**src/rtl/core/lph_pkg.sv**
```systemverilog
// Shared types, codes and hash arithmetic for the linear probe hash table.
package lph_pkg;

  localparam int TABLE_SLOTS_DEF = 256;
  localparam int KEY_BYTES_DEF   = 8;
  localparam int VALUE_BITS_DEF  = 32;

  localparam int LOAD_NUM = 3;

  localparam int OP_W     = 2;
  localparam int KEYIN_W  = 64;
  localparam int LEN_W    = 4;
  localparam int VALIN_W  = 32;
  localparam int STATUS_W = 3;
  localparam int VALOUT_W = 32;
  localparam int ENTRY_W  = 9;
  localparam int HASH_W   = 64;

  localparam logic [HASH_W-1:0] FNV_BASIS    = 64'hCBF2_9CE4_8422_2325;
  // The prime is 2^40 + 0x1B3, so a step is a shift plus a narrow product.
  localparam logic [HASH_W-1:0] FNV_PRIME_LO = 64'h0000_0000_0000_01B3;

  localparam logic [OP_W-1:0] OP_PUT   = 2'd0;
  localparam logic [OP_W-1:0] OP_GET   = 2'd1;
  localparam logic [OP_W-1:0] OP_ERASE = 2'd2;
  localparam logic [OP_W-1:0] OP_CLEAR = 2'd3;

  localparam logic [STATUS_W-1:0] RES_INSERTED  = 3'd0;
  localparam logic [STATUS_W-1:0] RES_REPLACED  = 3'd1;
  localparam logic [STATUS_W-1:0] RES_FOUND     = 3'd2;
  localparam logic [STATUS_W-1:0] RES_NOT_FOUND = 3'd3;
  localparam logic [STATUS_W-1:0] RES_FULL      = 3'd4;
  localparam logic [STATUS_W-1:0] RES_CLEARED   = 3'd5;

  localparam logic [1:0] SLOT_FREE = 2'd0;
  localparam logic [1:0] SLOT_USED = 2'd1;
  localparam logic [1:0] SLOT_TOMB = 2'd2;

  typedef struct packed {
    logic [OP_W-1:0]    operation;
    logic [KEYIN_W-1:0] key_bytes;
    logic [LEN_W-1:0]   key_length;
    logic [VALIN_W-1:0] value_in;
  } lph_in_t;

  typedef struct packed {
    logic [STATUS_W-1:0] status;
    logic [VALOUT_W-1:0] value_out;
    logic [ENTRY_W-1:0]  entry_count;
  } lph_out_t;

  // Commands from the controller to the datapath.
  typedef struct packed {
    logic latch_req;
    logic hash_step;
    logic sweep_start_all;
    logic sweep_start_dst;
    logic sweep_step;
    logic probe_start_req;
    logic probe_start_rb;
    logic probe_read;
    logic probe_check;
    logic src_read;
    logic src_latch;
    logic src_next;
    logic rb_write;
    logic rb_finish;
    logic do_commit;
    logic out_load;
  } lph_cmd_t;

  // Status from the datapath back to the controller.
  typedef struct packed {
    logic hash_done;
    logic is_clear;
    logic sweep_last;
    logic probe_stop;
    logic src_live;
    logic src_last;
    logic need_rebuild;
    logic out_busy;
  } lph_stat_t;

  function automatic logic [HASH_W-1:0] fnv_step(input logic [HASH_W-1:0] h,
                                                 input logic [7:0] b);
    logic [HASH_W-1:0] x;
    x = h ^ {56'd0, b};
    return (x << 40) + (x * FNV_PRIME_LO);
  endfunction

endpackage

```
**src/rtl/core/lph_ctrl.sv**
```systemverilog
// Controller state machine that sequences hashing, clearing, probing, rebuild and results.
module lph_ctrl (
  input  logic               clk,
  input  logic               rst_n,
  input  logic               in_valid,
  output logic               in_ready,
  input  lph_pkg::lph_stat_t stat,
  output lph_pkg::lph_cmd_t  cmd
);
  import lph_pkg::*;

  localparam logic [3:0] S_INIT   = 4'd0;
  localparam logic [3:0] S_IDLE   = 4'd1;
  localparam logic [3:0] S_HASH   = 4'd2;
  localparam logic [3:0] S_CLR    = 4'd3;
  localparam logic [3:0] S_PRD    = 4'd4;
  localparam logic [3:0] S_PCHK   = 4'd5;
  localparam logic [3:0] S_DECIDE = 4'd6;
  localparam logic [3:0] S_COMMIT = 4'd7;
  localparam logic [3:0] S_DONE   = 4'd8;
  localparam logic [3:0] S_RCLR   = 4'd9;
  localparam logic [3:0] S_RRD    = 4'd10;
  localparam logic [3:0] S_RCHK   = 4'd11;
  localparam logic [3:0] S_RBW    = 4'd12;
  localparam logic [3:0] S_RFIN   = 4'd13;
  localparam logic [3:0] S_RPRB   = 4'd14;

  logic [3:0] state_r, state_nxt;
  logic       rb_r, rb_nxt;

  always_comb begin
    state_nxt = state_r;
    rb_nxt    = rb_r;
    cmd       = '0;
    in_ready  = 1'b0;
    case (state_r)
      S_INIT: begin
        cmd.sweep_step = 1'b1;
        if (stat.sweep_last) begin
          state_nxt = S_IDLE;
        end
      end
      S_IDLE: begin
        in_ready = 1'b1;
        if (in_valid) begin
          cmd.latch_req = 1'b1;
          state_nxt     = S_HASH;
        end
      end
      S_HASH: begin
        if (!stat.hash_done) begin
          cmd.hash_step = 1'b1;
        end else if (stat.is_clear) begin
          cmd.sweep_start_all = 1'b1;
          state_nxt           = S_CLR;
        end else begin
          cmd.probe_start_req = 1'b1;
          state_nxt           = S_PRD;
        end
      end
      S_CLR: begin
        cmd.sweep_step = 1'b1;
        if (stat.sweep_last) begin
          state_nxt = S_COMMIT;
        end
      end
      S_PRD: begin
        cmd.probe_read = 1'b1;
        state_nxt      = S_PCHK;
      end
      S_PCHK: begin
        cmd.probe_check = 1'b1;
        if (stat.probe_stop) begin
          state_nxt = rb_r ? S_RBW : S_DECIDE;
        end else begin
          state_nxt = S_PRD;
        end
      end
      S_DECIDE: begin
        if (stat.need_rebuild) begin
          cmd.sweep_start_dst = 1'b1;
          rb_nxt              = 1'b1;
          state_nxt           = S_RCLR;
        end else begin
          state_nxt = S_COMMIT;
        end
      end
      S_COMMIT: begin
        cmd.do_commit = 1'b1;
        state_nxt     = S_DONE;
      end
      S_DONE: begin
        if (!stat.out_busy) begin
          cmd.out_load = 1'b1;
          state_nxt    = S_IDLE;
        end
      end
      S_RCLR: begin
        cmd.sweep_step = 1'b1;
        if (stat.sweep_last) begin
          state_nxt = S_RRD;
        end
      end
      S_RRD: begin
        cmd.src_read = 1'b1;
        state_nxt    = S_RCHK;
      end
      S_RCHK: begin
        if (stat.src_live) begin
          cmd.src_latch      = 1'b1;
          cmd.probe_start_rb = 1'b1;
          state_nxt          = S_PRD;
        end else if (stat.src_last) begin
          state_nxt = S_RFIN;
        end else begin
          cmd.src_next = 1'b1;
          state_nxt    = S_RRD;
        end
      end
      S_RBW: begin
        cmd.rb_write = 1'b1;
        if (stat.src_last) begin
          state_nxt = S_RFIN;
        end else begin
          cmd.src_next = 1'b1;
          state_nxt    = S_RRD;
        end
      end
      S_RFIN: begin
        cmd.rb_finish = 1'b1;
        rb_nxt        = 1'b0;
        state_nxt     = S_RPRB;
      end
      S_RPRB: begin
        cmd.probe_start_req = 1'b1;
        state_nxt           = S_PRD;
      end
      default: begin
        state_nxt = S_IDLE;
        rb_nxt    = 1'b0;
      end
    endcase
  end

  always_ff @(posedge clk) begin
    if (!rst_n) begin
      state_r <= S_INIT;
      rb_r    <= 1'b0;
    end else begin
      state_r <= state_nxt;
      rb_r    <= rb_nxt;
    end
  end

endmodule

```
**config.mk**
```make
export PLATFORM = sky130hd
export DESIGN_NAME = lph_ctrl
export DESIGN_NICKNAME = d
export VERILOG_FILES = /design/src/rtl/core/lph_pkg.sv /design/src/rtl/core/lph_ctrl.sv
export SDC_FILE = /design/constraint.sdc
export NUM_CORES = 1
export LEC_CHECK = 0
export BUFFER_PORTS_ARGS = -buffer_cell sky130_fd_sc_hd__buf_2
export CAP_MARGIN = 20
export CORE_UTILIZATION = 25
export CTS_CLUSTER_DIAMETER = 200
export DETAILED_ROUTE_END_ITERATION = 16
export PLACE_DENSITY_LB_ADDON = 0.12
export SYNTH_ARGS = -nofsm -noshare
export SYNTH_HDL_FRONTEND = slang
export SYNTH_SLANG_ARGS = --single-unit
```
**constraint.sdc**
```tcl
create_clock -name clk -period 4.05 [get_ports clk]
set_input_delay 0.405 -clock clk [delete_from_list [all_inputs] [get_ports clk]]
set_output_delay 0.405 -clock clk [all_outputs]
set_load 0.01 [all_outputs]
```
# Word-level counts from Yosys, hierarchy flattened
# Cells that the tools add are included.
dict set report op_classes {
  order_cmp 0
  bitwise_logic 1
  shift 0
  mux 41
  n_reduce_logical 5
  n_addsub 0
  n_div 0
  multipliers 0
  n_eq_ne 21
}
# op n
set op_table {}
lappend op_table {{4-bit case mux with 15 select lines} 1}
lappend op_table {{4-bit 2-to-1 mux} 10}
lappend op_table {{4-bit == test, second input constant} 7}
lappend op_table {{1-bit 2-to-1 mux} 24}
lappend op_table {{4-bit by 3-bit == test with 1-bit output, second input constant} 4}
lappend op_table {{2-bit inequality test, second input constant} 7}
lappend op_table {{13-bit OR reduction} 1}
lappend op_table {{4-bit by 2-bit == test with 1-bit output, second input constant} 2}
lappend op_table {{3-bit 2-to-1 mux} 2}
lappend op_table {{1-bit case mux with 2 select lines} 3}
lappend op_table {{6-bit AND reduction} 1}
lappend op_table {{4-bit by 1-bit == test with 1-bit output, second input constant} 1}
lappend op_table {{4-bit logical NOT} 1}
lappend op_table {{3-bit OR reduction} 1}
lappend op_table {{2-bit 2-to-1 mux} 1}
lappend op_table {{2-bit AND reduction} 1}
lappend op_table {{1-bit inverter} 1}
dict set report totals {
  in_bits 11
  latchBits 0
  ramBits 0
  elab_cells 70
  reg_bits 5
  n_memories 0
  rom_bits 0
}

# Depth between registers and ports, before layout
# Gate-level depths: netlist of the first run.
dict set report logic_depth {
  depth_word 4
  ltp_mapped 7
  ltp_nobuf 5
}

# Worst setup path before layout of the first run
# Ideal clock, no wire load.
dict set report synth_path {
  path_kind {reg2out}
  from {register state_r[3]}
  to {output cmd[9] (netlist name)}
  arrival_time_ps 1381
  path_buffers 2
  stages_incl_launch_ff 5
  path_slack_ps 2264
  required_ps 3645
  cell_sequence {dfxtp_1 -> clkbuf_1 -> nand2_1 -> nor3_1 -> buf_4}
}
# element line_no
set synth_rtl {}
lappend synth_rtl {{start: declaration} lph_ctrl.sv:28} ;# logic [3:0] state_r, state_nxt;
lappend synth_rtl {{start signal: assignment} lph_ctrl.sv:150} ;# state_r <= state_nxt;
lappend synth_rtl {{end: declaration} lph_ctrl.sv:8} ;# output lph_pkg::lph_cmd_t cmd

==> results of run 1 <==
[stage by stage]
stage | instance area, um^2 | setup WS (ns) | instances | total power [mW] | util, %
2_1_floorplan | 671 | 2.26 | 98 | 0.106 | -
3_3_place_gp | 800 | 1.87 | 146 | 0.128 | 32.0
3_5_place_dp | 800 | 1.87 | 146 | 0.127 | 32.0
4_1_cts | 826 | 1.59 | 150 | 0.188 | 33.0
5_1_grt | 826 | 1.36 | 150 | 0.201 | 33.0
6_report | 826 | 1.59 | 150 | 0.184 | 33.0
[final cells by class]
cell class,count,area share [%]
flip-flops and latches,5,12.1
repair buffers,27,16.4
clock buffers,4,3.18
inverters,4,1.82
multi-input cells,80,62.0
well taps,30,4.55
[power breakdown]
group	internal, mW	switching (mW)	total (mW)
logic	0.0282	0.0334	0.0616
clock network	0.0373	0.0211	0.0584
registers	0.0516	0.0127	0.0643
[flip-flops by register name (all words and copies together) (netlist names)]
name     count
rb_r         1
state_r      4
[placed cells by master, fill, tap and decap left out, drive strengths merged, types with 2 or more instances in the layout]
master,n
and3,2
o22ai,2
dfxtp,5
nor4b,3
a211oi,4
nand2,11
nand2b,3
nor2,13
nand4b,2
inv,4
o21ai,5
nor2b,4
clkbuf,4
a21oi,6
nor3,7
nor4,3
buf,27
[critical path, cell delays in order, from the launching register on]
cell and delay [ns]:
dfxtp_1 0.82, inv_2 0.19, o32ai_1 0.39, nand2_1 0.12, nor2_1 0.14, buf_2 0.14
[layer usage]
layer,share of wire [%],track usage (%),up-vias
met2,47,24.9,39
met1,45,22.6,362
met4,0,2.63,0
met5,0,0,-
li1,-,-,409
met3,8.1,4.52,0
[worst paths after layout]
| path | startpoint | to | slack [ns] |
|---|---|---|---|
| min | rst_n | state_r[0] | 0.46 |
| max reg2reg | state_r[3] | state_r[2] | 1.91 |
| min reg2reg | rb_r | rb_r | 0.56 |
| max | state_r[0] | cmd[4] | 1.59 |
[cells by family after synthesis]
logic type	count (synthesis)	share of synthesized area (%)
AND/OR/NAND/NOR	50	42.4
AO/OA/AOI/OAI	29	32.5
buffers and inverters	13	8.77
flip-flops	5	14.9
multiplexers	1	1.49
==> impl_results.md, run 1 <==
* # diodes at 0
* Clock Path Buffers at 2
* Footprint of the multi-input gates at 512 um^2
* Layout cells sized above 1 at 31.7%
* Final hold vios at 0
* Crit path DAT at 2.06 ns
* Initial antenna violation count at 0
* # DRC at 0
* Grt ovf at 0
* Yosys top cell by area: dfxtp_1
* Initial DRC Count at 19
* Pwr Density at 223 nW/um^2
* Worst Hold Class: primary input to flip-flop
* Post_cts resized at 0
* Area grow syn2layout at 23.1%
* Synth area leaders: dfxtp_1, nor2_1, nand2_1
* Reg2reg path depth at 5
* Num CTS Buffers at 3
* Most common cell in the netlist: nor2_1
* Sequential element share of the synthesized area at 14.9%
* Outcome: complete, no violations
* Die Ht at 53.8 um
* Share of the synthesized area in the top cell type at 14.9%
* CP Launch Type: flip-flop
* Yosys cell types at 39
* Post-route ant nets at 0
* Flops & latches, synth at 5
* Slew margin rel. at 43.8%
* Routed WL at 2.11 mm
* Clk root buf: clkbuf_4
* DIE AREA at 2890 um^2
* Fin nets at 132
* Worst-Margin Slew at 0.841 ns
* CP Max Fanout at 23
* Max VDD drop at 0.202 mV
* Top FF cell, synth: dfxtp_1
* Worst Setup Path Type: flip-flop to output pin
* Post-Route Setup TNS at 0 ns
* Clock Sinks at 5
* Average size of a mapped cell at 6.84 um^2
* Setup violators final at 0
* Pin count of the biggest net entering global routing at 27
* PortBufs at 27
* RSZ-0062 raised after global routing: no
* Fillers at 282
* Hold path depth at 2
* Die Wd at 53.8 um
* Gpl congestion at 0.844
* TritonCTS clock tree: built
* Reg area at 100 um^2
* Placement row count at 18
* Clk slew on worst S/H paths at 0.04 ns
* Commonest cells in the netlist: nor2_1, nand2_1, a21oi_1
* Max frequency at 406 MHz
* Clk Latency, worst-skew pair at 0.24 ns
* Post-Syn Instances at 98
* Vias per Instance at 5.40
* Clock Skew at 0.00378 ns
* Lkg Pwr at 0.323 nW
* Number of synthesized flops with an enable pin at 0
* Post-CTS Setup Bufs at 0
* Number of H-tree levels at 1
* CP required at 3.64 ns
* Synth warn at 0
* Vias in the first global route at 710
* FFs w/ async S/R, synth at 0%
* All-layer global routing usage at 16.2%
* DP HPWL at 1.54 mm
* # IOs at 28
* Syn_nets at 109
* Initial Util at 26.8%
* First-pass GRT wire length at 3.46 mm
* Max-cap viol count at 0
* Core Footprint at 2500 um^2
* Final Cycle Share at 60.8%
* Vias at 810
* Minimum clock period at 2.46 ns
* Routed len/inst at 14.1 um
* Nature of the critical path endpoint: output pin
* Hold buffer count at CTS at 0
* WHS at 0.455 ns
* Mapped Area at 671 um^2
* DRT Pass-1 Iters at 4
* Slew Limit Fails at 0
Power figures use the tool's default switching activity.
==> inputs of run 2 (changes only) <==
==> constraint.sdc (replaced) <==
create_clock -name clk -period 2.2 [get_ports clk]
set_input_delay 0.22 -clock clk [delete_from_list [all_inputs] [get_ports clk]]
set_output_delay 0.22 -clock clk [all_outputs]
set_load 0.01 [all_outputs]
==> run 2 against run 1 <==
Net effect:
- sequential share of layout area down 0.50 points
- register-to-register slack worse by 1.5 ns
- highest routed layer is now met4
- critical endpoint unchanged
- non-clock buffer count up 6
- largest power group is now combinational cells
- combinational power up 120%
- largest cell class unchanged
- clock power up 92%
- routed wire length up 1.5%
==> impl_results.md, run 2 (synthesis results as in run 1) <==
* Lkg Pwr at 0.354 nW (+9.7%)
* Initial Util at 26.8% (unchanged)
* PortBufs at 27 (unchanged)
* Regs by FF count: state_r x4, rb_r x1
* Num CTS Buffers at 3 (unchanged)
* CP Max Fanout at 16 (-30%)
* Max VDD drop at 0.164 mV (-19%)
* Post-route ant nets at 0 (unchanged)
* Hold buffer count at CTS at 0 (unchanged)
* Vias at 853 (+5.3%)
* # IOs at 28 (unchanged)
* Initial antenna violation count at 0 (unchanged)
* Fillers at 270 (-4.3%)
* Critical path buffer and inverter count at 1 (-1)
* Slew margin rel. at 72.8% (+29 points)
* Grt ovf at 0 (unchanged)
* Placed insts at 152 (+4.1%)
* CP top delay family: flip-flops
* DP HPWL at 1.63 mm (+5.8%)
* Nature of the critical path endpoint: output pin
* RR Startpoint: state_r[2]
* Most frequent cells in the layout: buf_2, nor2_1, nand2_1, a21oi_1, buf_4
* DRT Pass-1 Iters at 4 (unchanged)
* Layout cells sized above 1 at 35.7% (+4.0 points)
* # DRC at 0 (unchanged)
* Core Footprint at 2500 um^2 (unchanged)
* Initial DRC Count at 30 (+11)
* Reg-to-reg setup timing slack at 0.39 ns (-1.52 ns)
* Largest reg by FF count: state_r
* Worst Hold Class: primary input to flip-flop
* Routed WL at 2.14 mm (+1.5%)
* Clk Latency, worst-skew pair at 0.24 ns (about the same)
* RSZ-0062 raised after global routing: no
* Vias per Instance at 5.47 (+1.3%)
* Die Wd at 53.8 um (unchanged)
* Gpl congestion at 0.860 (+1.9%)
* Post_cts resized at 0 (unchanged)
* Setup violators final at 0 (unchanged)
* Critical R2R Capture: state_r[2]
* WHS at 0.261 ns (-0.194 ns)
* Final hold vios at 0 (unchanged)
* Post-Route Setup TNS at 0 ns (unchanged)
* Routed len/inst at 13.7 um (-2.4%)
* Worst hold start: rst_n
* Max-cap viol count at 0 (unchanged)
* Fin nets at 138 (+4.5%)
* Vias in the first global route at 736 (+3.7%)
* Pin count of the biggest net entering global routing at 17 (-37%)
* Max reg flops at 4 (unchanged)
* Crit-path max cell delay at 0.49 ns (-0.33 ns)
* Outcome: complete, no violations
* Clock Path Buffers at 2 (unchanged)
* Post-CTS Setup Bufs at 0 (unchanged)
* First-pass GRT wire length at 3.40 mm (-1.6%)
* TritonCTS clock tree: built
* Minimum clock period at 1.92 ns
* Slew Limit Fails at 0 (unchanged)
* Placement row count at 18 (unchanged)
* Die Ht at 53.8 um (unchanged)
* Final Cycle Share at 87.3%
* Number of H-tree levels at 1 (unchanged)
* Final Total Pwr at 0.353 mW (+92%)
* # diodes at 0 (unchanged)
* Worst-Margin Slew at 0.407 ns (-0.434 ns)
* Final Non-Filler Cells at 156 (+4.0%)
* Crit-path slowest cell: dfxtp_2
* Clk slew on worst S/H paths at 0.05 ns (about the same)
* Finished Core Util at 34.9% (+1.9 points)
* Pwr Density at 405 nW/um^2 (+82%)
* Hold Path Sink: state_r[0]
* CP required at 1.98 ns (-1.66 ns)
* Area grow syn2layout at 30.0%
* Crit path DAT at 1.70 ns (-0.36 ns)
* Commonest non-fill, non-tap cell in the layout: buf_2
* DIE AREA at 2890 um^2 (unchanged)
* Clk root buf: clkbuf_4
* Hold path depth at 2 (unchanged)
* Max frequency at 521 MHz
* Worst Setup Path Type: flip-flop to output pin
* Clock Sinks at 5 (unchanged)
* All-layer global routing usage at 15.9% (-0.36 points)
* Clock Skew at 0.00494 ns (+0.00116 ns)
* CP Launch Type: flip-flop
* Reg2reg path depth at 5 (unchanged)
* CP Cell Sequence: nand2b_1 -> o32ai_1 -> nand2_1 -> nor2_1 -> buf_2
-- run 2: cell count changes in the layout (fill, tap and decap cells not counted), sizes merged --
cell | previous run | this run
buf | 27 | 33
-- run 2: worst register-to-register path: cells and delay by family (launching register included) --
family	cells	cell delay, ns
AOI/OAI and AO/OA	2	0.51
DFF	1	0.51
and+or+nand+nor	3	0.69
-- run 2: worst max path at each step --
stage	slack [ns]	depth (start not counted)	startpoint	end
finish	0.28	5	state_r[1]	cmd[4]
CTS	0.10	5	state_r[1]	cmd[4]
detailed placement	0.35	5	state_r[1]	state_r[2]
global route	0.14	5	state_r[1]	cmd[4]
global placement	0.39	5	state_r[1]	cmd[4]
floorplan	0.60	4	state_r[3]	cmd[9]
-- run 2: final cells by class --
cell class / instances / area, um^2 / area share, %
clock buffer: 4 / 26.3 / 3.01
sequential: 5 / 101 / 11.6
multi-input combinational: 80 / 512 / 58.7
inverter: 4 / 15.0 / 1.72
tap: 30 / 37.5 / 4.30
timing repair buffer: 33 / 180 / 20.7
-- run 2: routing by layer --
metal,global-route usage [%],share of wire [%],vias up
li1,-,-,423
met1,21.9,48,400
met2,25.3,46,28
met3,2.54,6.0,2
met4,3.95,0.28,0
met5,0,0,-
-- run 2: per-stage QoR --
step,setup slack (ns),instance area (um^2)
6_report,0.279,872
5_1_grt,0.144,872
4_1_cts,0.102,871
3_5_place_dp,0.350,845
3_3_place_gp,0.390,845
2_1_floorplan,0.599,671
-- run 2: power breakdown --
| group | internal [mW] | switching, mW | total [mW] |
|---|---|---|---|
| sequential | 0.0951 | 0.0109 | 0.106 |
| clock | 0.0689 | 0.0435 | 0.112 |
| combinational | 0.0587 | 0.0761 | 0.135 |
==> inputs of run 3 (changes only) <==
--- a/config.mk
+++ b/config.mk
@@ -5,7 +5,7 @@
 export SDC_FILE = /design/constraint.sdc
 export NUM_CORES = 1
 export LEC_CHECK = 0
-export BUFFER_PORTS_ARGS = -buffer_cell sky130_fd_sc_hd__buf_2
+export BUFFER_PORTS_ARGS = -buffer_cell sky130_fd_sc_hd__clkbuf_2
 export CAP_MARGIN = 20
 export CORE_UTILIZATION = 25
 export CTS_CLUSTER_DIAMETER = 200
==> run 3 against run 2 <==
Net effect:
- flip-flop and latch count unchanged
- hold slack better by 0.0094 ns
- die area unchanged
- clock skew fell by 0.0046 ns
==> impl_results.md, run 3 (synthesis results as in run 1) <==
* Initial DRC Count at 23 (-23%)
* All-layer global routing usage at 16.8% (+0.93 points)
* Minimum clock period at 2.05 ns (+0.132 ns)
* Final hold vios at 0 (unchanged)
* Max VDD drop at 0.206 mV (+26%)
* Pwr Density at 400 nW/um^2 (-1.2%)
* Clock Sinks at 5 (unchanged)
* Post_cts resized at 0 (unchanged)
* Die Ht at 53.8 um (unchanged)
* Slew margin rel. at 62.0% (-11 points)
* Highest routed layer: met3
* Max frequency at 487 MHz (-6.4%)
* Fin nets at 137 (-0.72%)
* Switching pwr at 0.124 mW (-5.1%)
* Reg-to-reg setup timing slack at 0.24 ns (-0.15 ns)
* Core Footprint at 2500 um^2 (unchanged)
* DR WL met2 at 1.02 mm (+3.4%)
* Pre-CTS setup slack at 0.282 ns (-0.0679 ns)
* # DRC at 0 (unchanged)
* Internal Dissipation at 0.222 mW (-0.29%)
* Clock Path Buffers at 2 (unchanged)
* Hold buffer count at CTS at 0 (unchanged)
* CP Max Fanout at 18 (+2)
* Clk slew on worst S/H paths at 0.04 ns (about the same)
* Setup slack after layout at 0.147 ns (-0.132 ns)
* Post-Route Setup TNS at 0 ns (unchanged)
* Vias at 881 (+3.3%)
* Sw Share at 35.8% (-1.1 points)
* Nature of the critical path endpoint: output pin
* WHS at 0.271 ns (+0.00943 ns)
* Worst Setup Path Type: flip-flop to output pin
* Clk pwr share at 29.8% (-2.0 points)
* Number of H-tree levels at 1 (unchanged)
* Routed len/inst at 13.9 um (+1.3%)
* CP Launch Type: flip-flop
* PortBufs at 27 (unchanged)
* Area after DPL at 837 um^2 (-0.89%)
* Lkg Pwr at 0.337 nW (-4.8%)
* RSZ-0062 raised after global routing: no
* M1 WL at 958 um (-6.1%)
* Post-CTS Setup Bufs at 0 (unchanged)
* Clock Skew at 0.000347 ns (-0.00459 ns)
* Num CTS Buffers at 3 (unchanged)
* Vias per Instance at 5.68 (+3.9%)
* Initial antenna violation count at 0 (unchanged)
* Max reg flops at 4 (unchanged)
* Reg power frac at 30.7% (+0.7 points)
* Worst Hold Class: primary input to flip-flop
* CP required at 1.98 ns (about the same)
* Max-cap viol count at 0 (unchanged)
* DRT Pass-1 Iters at 4 (unchanged)
* Most frequent cells in the layout: clkbuf_2, nor2_1, nand2_1, a21oi_1
* Grt ovf at 0 (unchanged)
* Largest reg by FF count: state_r
* Crit path DAT at 1.83 ns (+0.13 ns)
* Initial Util at 26.8% (unchanged)
* Routed wl met3 at 178 um (+38%)
* # IOs at 28 (unchanged)
* Commonest non-fill, non-tap cell in the layout: clkbuf_2
* Regs by FF count: state_r x4, rb_r x1
* Worst-Margin Slew at 0.568 ns (+0.162 ns)
* # diodes at 0 (unchanged)
* Routed WL at 2.16 mm (+0.70%)
* First-pass GRT wire length at 3.50 mm (+2.9%)
* Placement row count at 18 (unchanged)
* DP HPWL at 1.66 mm (+2.0%)
* Final instance area at 865 um^2 (-0.86%)
* Layout cells sized above 1 at 35.2% (-0.51 points)
* Slew Limit Fails at 0 (unchanged)
* Post-route ant nets at 0 (unchanged)
* Outcome: complete, no violations
* Pin count of the biggest net entering global routing at 19 (+2)
* Vias in the first global route at 754 (+2.4%)
* Area grow syn2layout at 28.9%
* Comb pwr share at 39.5% (+1.3 points)
* Clk Latency, worst-skew pair at 0.24 ns (about the same)
* TritonCTS clock tree: built
* Setup violators final at 0 (unchanged)
* Gpl congestion at 0.876 (+2.0%)
* DIE AREA at 2890 um^2 (unchanged)
* Final Cycle Share at 93.3% (+6.0 points)
* Clk root buf: clkbuf_4
* Die Wd at 53.8 um (unchanged)
run 3: cell types whose count changed in the layout (fill, tap and decap cells not counted):
cell      delta
clkbuf_2    +27
buf_4        -1
buf_2       -27
run 3: worst max-delay path: stages, from the launching register on:
cell and delay (ns):
dfxtp_1 0.48, nand2b_1 0.39, o32ai_1 0.35, nand2_1 0.11, nor2_1 0.12, clkbuf_2 0.14
run 3: metal layers:
metal	up-vias	track usage [%]
li1	423	-
met1	418	23.9
met2	40	25.5
met3	0	2.26
met4	0	5.70
met5	-	0
run 3: cell type report:
cell class	count	area, um^2
repair buffers	32	173
inverters	4	15.0
clock buffers	4	26.3
fillers	270	1640
multi-input cells	80	512
well taps	30	37.5
flip-flops and latches	5	101
run 3: final timing paths:
kind / to / from / depth (start not counted)
hold / removal: state_r[0] / rst_n / 2
hold reg to reg: rb_r / rb_r / 2
setup / recovery: cmd[4] / state_r[2] / 5
setup reg to reg: state_r[2] / state_r[2] / 5
run 3: power by group through the flow:
| stage | combinational (mW) | clock, mW | sequential (mW) |
|---|---|---|---|
| after global routing | 0.153 | 0.118 | 0.107 |
| after global placement | 0.137 | 0 | 0.108 |
| after CTS | 0.137 | 0.109 | 0.106 |
| final | 0.137 | 0.103 | 0.106 |
| after detailed placement | 0.136 | 0 | 0.107 |
| after floorplan | 0.0947 | 0 | 0.101 |
run 3: per-stage QoR:
stage	cells	total power [mW]	utilization (%)
global placement	151	0.245	33.5
global route	155	0.378	34.6
CTS	155	0.352	34.5
floorplan	98	0.196	-
detailed placement	151	0.244	33.5
finish	155	0.346	34.6
